===== src/rtl/vn2c_pkg.sv =====
// Shared constants, types and the cosine weight table for the 2D value noise block.
`timescale 1ns / 1ps

package vn2c_pkg;

   // fixed-point formats
   localparam int COORD_W   = 32;
   localparam int FRAC_BITS = 16;
   localparam int WT_BITS   = 10;
   localparam int WT_SIZE   = 1 << WT_BITS;
   localparam int WEIGHT_W  = 17;              // Q0.16 weight, 1.0 included
   localparam int NOISE_W   = 18;              // Q1.16 signed
   localparam int LAT_W     = 31;              // hash only sees the low 31 bits
   localparam int DIFF_W    = NOISE_W + 1;
   localparam int PROD_W    = DIFF_W + WEIGHT_W + 1;
   localparam int BLEND_SHIFT = 16;

   localparam logic [WEIGHT_W-1:0] WEIGHT_ONE = WEIGHT_W'(65536);
   localparam logic signed [NOISE_W-1:0] NOISE_ONE = NOISE_W'(65536);
   localparam logic signed [PROD_W-1:0] BLEND_ROUND = PROD_W'(32768);

   // corner hash
   localparam logic [LAT_W-1:0] LATTICE_MUL = LAT_W'(57);
   localparam int               HASH_XSHIFT = 13;
   localparam logic [LAT_W-1:0] HASH_MUL    = LAT_W'(60493);
   localparam logic [LAT_W-1:0] HASH_ADD1   = LAT_W'(19990303);
   localparam logic [LAT_W-1:0] HASH_ADD2   = LAT_W'(1376312589);
   localparam int               HASH_SHIFT  = 14;

   // offsets of the four lattice corners from the base hash input
   localparam logic [LAT_W-1:0] OFS_X0Y0 = LAT_W'(0);
   localparam logic [LAT_W-1:0] OFS_X1Y0 = LAT_W'(1);
   localparam logic [LAT_W-1:0] OFS_X0Y1 = LAT_W'(57);
   localparam logic [LAT_W-1:0] OFS_X1Y1 = LAT_W'(58);

   // pipeline stage positions
   localparam int ST_SPLIT   = 0;
   localparam int ST_BASE    = 1;
   localparam int ST_MIX     = 2;
   localparam int ST_SQ      = 3;
   localparam int ST_MUL     = 4;
   localparam int ST_FIN     = 5;
   localparam int ST_VAL     = 6;
   localparam int ST_XPROD   = 7;
   localparam int ST_XBLEND  = 8;
   localparam int ST_YPROD   = 9;
   localparam int ST_OUT     = 10;
   localparam int NUM_STAGES = 11;

   typedef struct packed {
      logic mix;
      logic sq;
      logic mul;
      logic fin;
      logic val;
   } hash_en_type;

   typedef logic [WEIGHT_W-1:0] weight_rom_type [WT_SIZE];

   // sine from a Q30 Taylor series up to the 15th power
   localparam logic [63:0] PI_Q30  = 64'd3373259426;
   localparam logic [63:0] PHI_DIV = 64'(2 * WT_SIZE);

   function automatic logic [WEIGHT_W-1:0] small_weight(input logic [63:0] k);
      logic [63:0] phi;
      logic [63:0] phi2;
      logic [63:0] term;
      logic [63:0] sum;
      logic [63:0] s2;
      phi  = (PI_Q30 * k) / PHI_DIV;
      phi2 = (phi * phi) >> 30;
      term = ((phi * phi2) >> 30) / 64'd6;
      sum  = phi - term;
      term = ((term * phi2) >> 30) / 64'd20;
      sum  = sum + term;
      term = ((term * phi2) >> 30) / 64'd42;
      sum  = sum - term;
      term = ((term * phi2) >> 30) / 64'd72;
      sum  = sum + term;
      term = ((term * phi2) >> 30) / 64'd110;
      sum  = sum - term;
      term = ((term * phi2) >> 30) / 64'd156;
      sum  = sum + term;
      term = ((term * phi2) >> 30) / 64'd210;
      sum  = sum - term;
      s2   = (sum * sum) >> 30;
      return WEIGHT_W'((s2 + 64'd8192) >> 14);
   endfunction

   // upper half mirrors the lower half around one half
   function automatic weight_rom_type build_weight_rom();
      weight_rom_type rom;
      int i;
      for (i = 0; i < WT_SIZE; i++) begin
         if (2 * i <= WT_SIZE)
            rom[i] = small_weight(64'(i));
         else
            rom[i] = WEIGHT_ONE - small_weight(64'(WT_SIZE - i));
      end
      return rom;
   endfunction

   localparam weight_rom_type WEIGHT_ROM = build_weight_rom();

   // truncate toward zero: floor, plus one for a negative value with fraction bits
   function automatic logic [LAT_W-1:0] lattice_of(input logic signed [COORD_W-1:0] c);
      logic signed [COORD_W-1:0] fl;
      logic                      up;
      fl = c >>> FRAC_BITS;
      up = c[COORD_W-1] && (|c[FRAC_BITS-1:0]);
      return fl[LAT_W-1:0] + LAT_W'(up);
   endfunction

   // weight index from the fraction magnitude, scaled to the table size
   function automatic logic [WT_BITS-1:0] weight_index(input logic signed [COORD_W-1:0] c);
      logic [FRAC_BITS-1:0]         fr;
      logic [FRAC_BITS+WT_BITS-1:0] wide;
      fr   = c[COORD_W-1] ? (FRAC_BITS'(0) - c[FRAC_BITS-1:0]) : c[FRAC_BITS-1:0];
      wide = {fr, {WT_BITS{1'b0}}} >> FRAC_BITS;
      return wide[WT_BITS-1:0];
   endfunction

endpackage


===== src/rtl/vn2c_corner_hash.sv =====
// Five-stage integer hash of one lattice corner into a Q1.16 value.
`timescale 1ns / 1ps

module vn2c_corner_hash (
   input  logic                                 clock,
   input  vn2c_pkg::hash_en_type                en,
   input  logic [vn2c_pkg::LAT_W-1:0]           base,
   input  logic [vn2c_pkg::LAT_W-1:0]           offset,
   output logic signed [vn2c_pkg::NOISE_W-1:0]  value
);

   logic [vn2c_pkg::LAT_W-1:0] n_sum;
   logic [vn2c_pkg::LAT_W-1:0] mix_in;
   logic [vn2c_pkg::LAT_W-1:0] mix_ff;
   logic [vn2c_pkg::LAT_W-1:0] sq_in;
   logic [vn2c_pkg::LAT_W-1:0] sq_ff;
   logic [vn2c_pkg::LAT_W-1:0] mix_sq_ff;
   logic [vn2c_pkg::LAT_W-1:0] t_in;
   logic [vn2c_pkg::LAT_W-1:0] t_ff;
   logic [vn2c_pkg::LAT_W-1:0] mix_mul_ff;
   logic [vn2c_pkg::LAT_W-1:0] h_in;
   logic [vn2c_pkg::LAT_W-1:0] h_ff;
   logic signed [vn2c_pkg::NOISE_W-1:0] value_in;
   logic signed [vn2c_pkg::NOISE_W-1:0] value_ff;

   assign n_sum  = base + offset;
   assign mix_in = (n_sum << vn2c_pkg::HASH_XSHIFT) ^ n_sum;
   // keep only the low bits of each product; the 31-bit signal width drops the rest
   assign sq_in  = mix_ff * mix_ff;
   assign t_in   = sq_ff * vn2c_pkg::HASH_MUL + vn2c_pkg::HASH_ADD1;
   assign h_in   = mix_mul_ff * t_ff + vn2c_pkg::HASH_ADD2;
   assign value_in = vn2c_pkg::NOISE_ONE
                   - $signed({1'b0, h_ff[vn2c_pkg::LAT_W-1:vn2c_pkg::HASH_SHIFT]});

   always_ff @(posedge clock) begin
      if (en.mix) mix_ff <= mix_in;
      if (en.sq) begin
         sq_ff     <= sq_in;
         mix_sq_ff <= mix_ff;
      end
      if (en.mul) begin
         t_ff       <= t_in;
         mix_mul_ff <= mix_sq_ff;
      end
      if (en.fin) h_ff <= h_in;
      if (en.val) value_ff <= value_in;
   end

   assign value = value_ff;

endmodule


===== config.mk =====
export PLATFORM = sky130hd
export DESIGN_NAME = vn2c_corner_hash
export DESIGN_NICKNAME = d
export VERILOG_FILES = /design/src/rtl/vn2c_pkg.sv /design/src/rtl/vn2c_corner_hash.sv
export SDC_FILE = /design/constraint.sdc
export NUM_CORES = 2
export LEC_CHECK = 0
export BUFFER_PORTS_ARGS = -buffer_cell sky130_fd_sc_hd__buf_4
export CORE_MARGIN = 2
export CORE_UTILIZATION = 45
export DETAILED_ROUTE_END_ITERATION = 8
export GPL_TIMING_DRIVEN = 0
export PLACE_DENSITY = 0.68
export SLEW_MARGIN = 20
export SYNTH_ARGS = -nofsm -noshare
export SYNTH_HDL_FRONTEND = slang
export SYNTH_SLANG_ARGS = --single-unit

===== constraint.sdc =====
create_clock -name clock -period 8.4 [get_ports clock]
set_input_delay 0.42 -clock clock [delete_from_list [all_inputs] [get_ports clock]]
set_output_delay 0.42 -clock clock [all_outputs]
set_load 0.01 [all_outputs]

Yosys cells after proc, flatten, opt, wreduce, memory -nomap -nowiden. Cells that the tools add are included.

Bits in registers: 204. Input port bits: 68.

Add/subtract/negate cells: 4. Multiply operators: 3. Bitwise gates (word level): 1.

Operators by type and width (count): $mul A31 B31 Y31 (2); $add A31 B25 Y31 const B (1); $add A31 B31 Y31 (1); $add A31 B31 Y31 const B (1); $mul A31 B16 Y31 const B (1); $xor A31 B31 Y31 (1); $sub A17 B17 Y18 const A (1).

Logic depth before layout (Yosys ltp).
Depth after elaboration: 2. Gate-level depth with buffers: 29.

Least setup slack after synthesis. Ideal clock, no wire load.

Kind: register to register. From: reg mix_ff[12] (netlist name). To: reg sq_ff[30] (netlist name), data pin. Library setup time: 260 ps. Arrival: 6892 ps. Data required time: 8140 ps. Setup slack: 1248 ps. Cell stages (with the launch flop): 26. Period minus slack after synthesis: 7152 ps. Cell sequence: edfxtp_1 clkbuf_1 clkbuf_1 nand2_1 fa_1 inv_1 fa_1 fa_1 inv_1 fa_1 inv_1 fa_1 inv_1 fa_1 inv_1 fa_1 fa_1 ha_1 a21o_1 a21o_1 a21o_1 or3b_2 o221ai_1 o2111ai_1 a21oi_1 xnor2_1.

Longest elaborated chain between the ends: 1.

RTL lines: start, declared (RTL line vn2c_corner_hash.sv:14) `logic [vn2c_pkg::LAT_W-1:0] mix_ff;`; start signal, assigned (RTL line vn2c_corner_hash.sv:36) `if (en.mix) mix_ff <= mix_in;`; $mul A31 B31 Y31 (RTL line vn2c_corner_hash.sv:29) `assign sq_in = mix_ff * mix_ff;`; named net sq_in (one bit) (RTL line vn2c_corner_hash.sv:15) `logic [vn2c_pkg::LAT_W-1:0] sq_in;`; end signal, assigned (RTL line vn2c_corner_hash.sv:38) `sq_ff <= sq_in;`; end, declared (RTL line vn2c_corner_hash.sv:16) `logic [vn2c_pkg::LAT_W-1:0] sq_ff;`.

The timed path passes the listed nets, and every way through them passes these cells. A chain may end at the register's enable or synchronous reset.

Worst setup path in the final report.
From: reg mix_ff[7] (netlist name). To: reg sq_ff[28] (netlist name), data pin.

The elaborated chain is that of the path after synthesis.

==> flow_summary_export.csv <==
group,metric,value,unit
timing,fin_skew,0.0150,ns
floorplanning,die_w,307,µm
floorplanning,die_h,307,µm
grt,antenna_found_initial,1,
timing,period_needed,8.28,ns
min_path,hold_path_end,"mix_ff[0]",
critical_path,end_kind,"flop",
min_path,hp-start,"base[0]",
routing,ant_nets,0,
clock_network,clk_latency,0.51,ns
synthesis,synth_edf_count,187,
clock_network,numCtsBuffers,17,
job,maxCapViolCount,0,
clock_network,ctsLongestPathBuffers,2,
timing,max_freq,121,MHz
clock_network,clock_sinks,187,
routing,wl_per_cell,18.7,µm
min_path,hold_path_class,"input port to flop",
critical_path,cp-start-kind,"flop",
synthesis,netlist_area,0.0412,mm²
grt,first_global_vias,30700,
synthesis,yosysWarnings,0,
synthesis,ys_ff_latch,187,
critical_path,critPathArrivalTime,8.46,ns
floorplanning,coreArea,0.0912,mm²
synthesis,yosysSeqAreaShare,0.136,
synthesis,ys_top_cells_by_area,"fa_1, edfxtp_1, ha_1, inv_1, and2_1",
critical_path,cpPeakStageDelay,0.61,ns
clock_network,root_buffer,"clkbuf_16",
critical_path,path_buf_inv,4,
routing,route.detailed.drc,0,
synthesis,avgSynthCellArea,10.1,µm²
clock_network,cts_max_level,4,
synthesis,yosysTopAreaCell,"fa_1",
critical_path,reg2regPathDepth,22,
timing,setup_ws,0.119,ns
finish,syn2layout_area_growth,6.92,%
routing,vias_per_cell,5.06,
routing,firstDrtPassIters,5,
placement,routabilityCongestion,0.963,
critical_path,r2r-start,"mix_ff[7]",
floorplanning,io_pins,86,
critical_path,worst_path_max_delay_cell,"fa_1",
placement,dpl.hpwl,86600,µm
grt,grt_pass1_wl,165000,µm
finish,final_nets,5564,
critical_path,crit_type,"flop to flop",
finish,drive_above_1_share,0.0408,
synthesis,synthArstFlopShare,0,
timing,rsz0062_at_grt,"yes",
min_path,holdPathStages,2,
timing,finalSetupViolations,0,
critical_path,crit_chain,"clkbuf_1, nand2_1, fa_1, inv_1, fa_1, fa_1, inv_1, fa_1, inv_1, fa_1, fa_1, fa_1, fa_1, ha_1, a21o_1, a21o_1, a21o_1, or3b_2, o221ai_4, o21bai_1, a21oi_1, xnor2_1",
routing,wl,101000,µm
floorplanning,rows,111,
critical_path,critPathTopFamily,"adder cells",
timing,worst_pin_slew,0.892,ns
synthesis,yosysUniqueCellTypes,59,
clock_network,cts_tree,"done",
synthesis,synth_top_area_share,0.419,
placement,place_ws,-0.605,ns
placement,io_buffers,85,
floorplanning,initial_utilization,0.452,
critical_path,cp_common_cell,"fa_1",
timing,finalHoldViolations,0,
timing,finalCritPeriodShare,0.986,
grt,groute.usage.overall,0.228,
critical_path,worstPathRequired,8.58,ns
synthesis,synth_ff_type,"edfxtp_1",
synthesis,netlist_instances,4086,
clock_network,holdBufCountCts,0,
clock_network,clkTransAtPathRegs,0.08,ns
critical_path,r2r-end,"sq_ff[28]",
grt,grt_max_degree,62,
floorplanning,die_area,0.0941,mm²
outcome,status,"complete, no violations",
critical_path,worst-r2r-setup-slack,0.12,ns
routing,drtIter0Drc,1611,
critical_path,crit_path_max_fanout,10,
grt,grt_remaining_overflow,0,
timing,slew_viol_final,0,
routing,vias,27300,
timing,max_slew_margin,0.405,
==> sequential cells by signal, indices dropped and copies added (netlist names) <==
signal	cells
value	18
mix_mul_ff	31
mix_sq_ff	30
mix_ff	31
sq_ff	30
t_ff	30
h_ff	17
==> layout by cell type, fill, tap and decap left out, types with 17 or more instances in the layout <==
cell       netlist  layout
a21oi_1         65      64
o21a_1          24      24
edfxtp_1       187     187
clkbuf_1       110      81
nor2_1          54      54
inv_1         1136    1136
buf_4            0      92
and2_1         408     408
xor2_1          59      58
o21ai_0         39      39
nand2_1        325     325
ha_1           430     430
clkbuf_16        0      17
fa_1           864     864
xnor2_1        174     172
a21o_1          38      38
clkbuf_2         0      24
==> layer usage <==
metal / vias up / track usage / wire length, µm
li1: 12300 / - / -
met1: 13900 / 0.283 / 40100
met2: 863 / 0.398 / 50500
met3: 224 / 0.0334 / 5620
met4: 0 / 0.0975 / 4820
met5: - / 0 / 0
==> repair_timing <==
| item | CTS | global route |
|---|---|---|
| buffers inserted | 6 | 2 |
| pin swaps | 0 | 0 |
| resized for setup | 23 | 21 |
| setup endpoints to repair | 16 | 9 |
==> cell families after synthesis <==
group	after synthesis	share of synthesized area
fa+ha+maj	1294	0.550
compound gates	247	0.0411
simple gates	875	0.109
other cells	2	0.000182
buf+inv	1246	0.113
mux	1	0.000243
flops	187	0.136
xor+xnor	234	0.0500
==> cells in the mapped netlist, drive strengths merged (40+ instances only) <==
| cell type | instances |
|---|---|
| inv | 1136 |
| fa | 864 |
| ha | 430 |
| and2 | 408 |
| nand2 | 325 |
| edfxtp | 187 |
| xnor2 | 174 |
| clkbuf | 110 |
| a21oi | 67 |
| xor2 | 59 |
| nor2 | 54 |
| o21ai | 40 |
==> final cells by class <==
class                      count  area, µm²
fill                        8394      47100
multi-input combinational   2660      31000
sequential                   187       5620
inverter                    1136       4260
tap                         1186       1480
timing repair buffer          93        711
buffer                       107        439
clock buffer                  18        429
clock inverter                13        116
antenna                        1       2.50
==> through the flow <==
| step | hold WS (ns) | area, µm² | cells | utilization | TNS (ns) |
|---|---|---|---|---|---|
| finish | 0.262 | 44100 | 5401 | 0.483 | 0 |
| global route | 0.269 | 44100 | 5400 | 0.483 | -0.0590 |
| CTS | 0.249 | 44000 | 5399 | 0.483 | 0 |
| detailed placement | 0.405 | 43400 | 5364 | 0.476 | -4.71 |
| global placement | 0.400 | 43400 | 5364 | 0.476 | -3.90 |
| floorplan | 0.400 | 41300 | 4093 | - | 0 |
==> how the worst max path moves through the flow <==
stage,startpoint,to,slack (ns),depth (start not counted)
after floorplan,mix_ff[12],sq_ff[30],1.25,25
after global placement,mix_ff[5],sq_ff[30],-0.56,24
after detailed placement,mix_ff[5],sq_ff[30],-0.61,24
after CTS,mix_ff[1],sq_ff[30],0.02,20
after global routing,t_ff[1],h_ff[30],-0.06,29
final,mix_ff[7],sq_ff[28],0.12,22
Power is left out: the tool's default activity adds up to more than one toggle a clock period on the data nets, which glitch-free logic cannot reach.
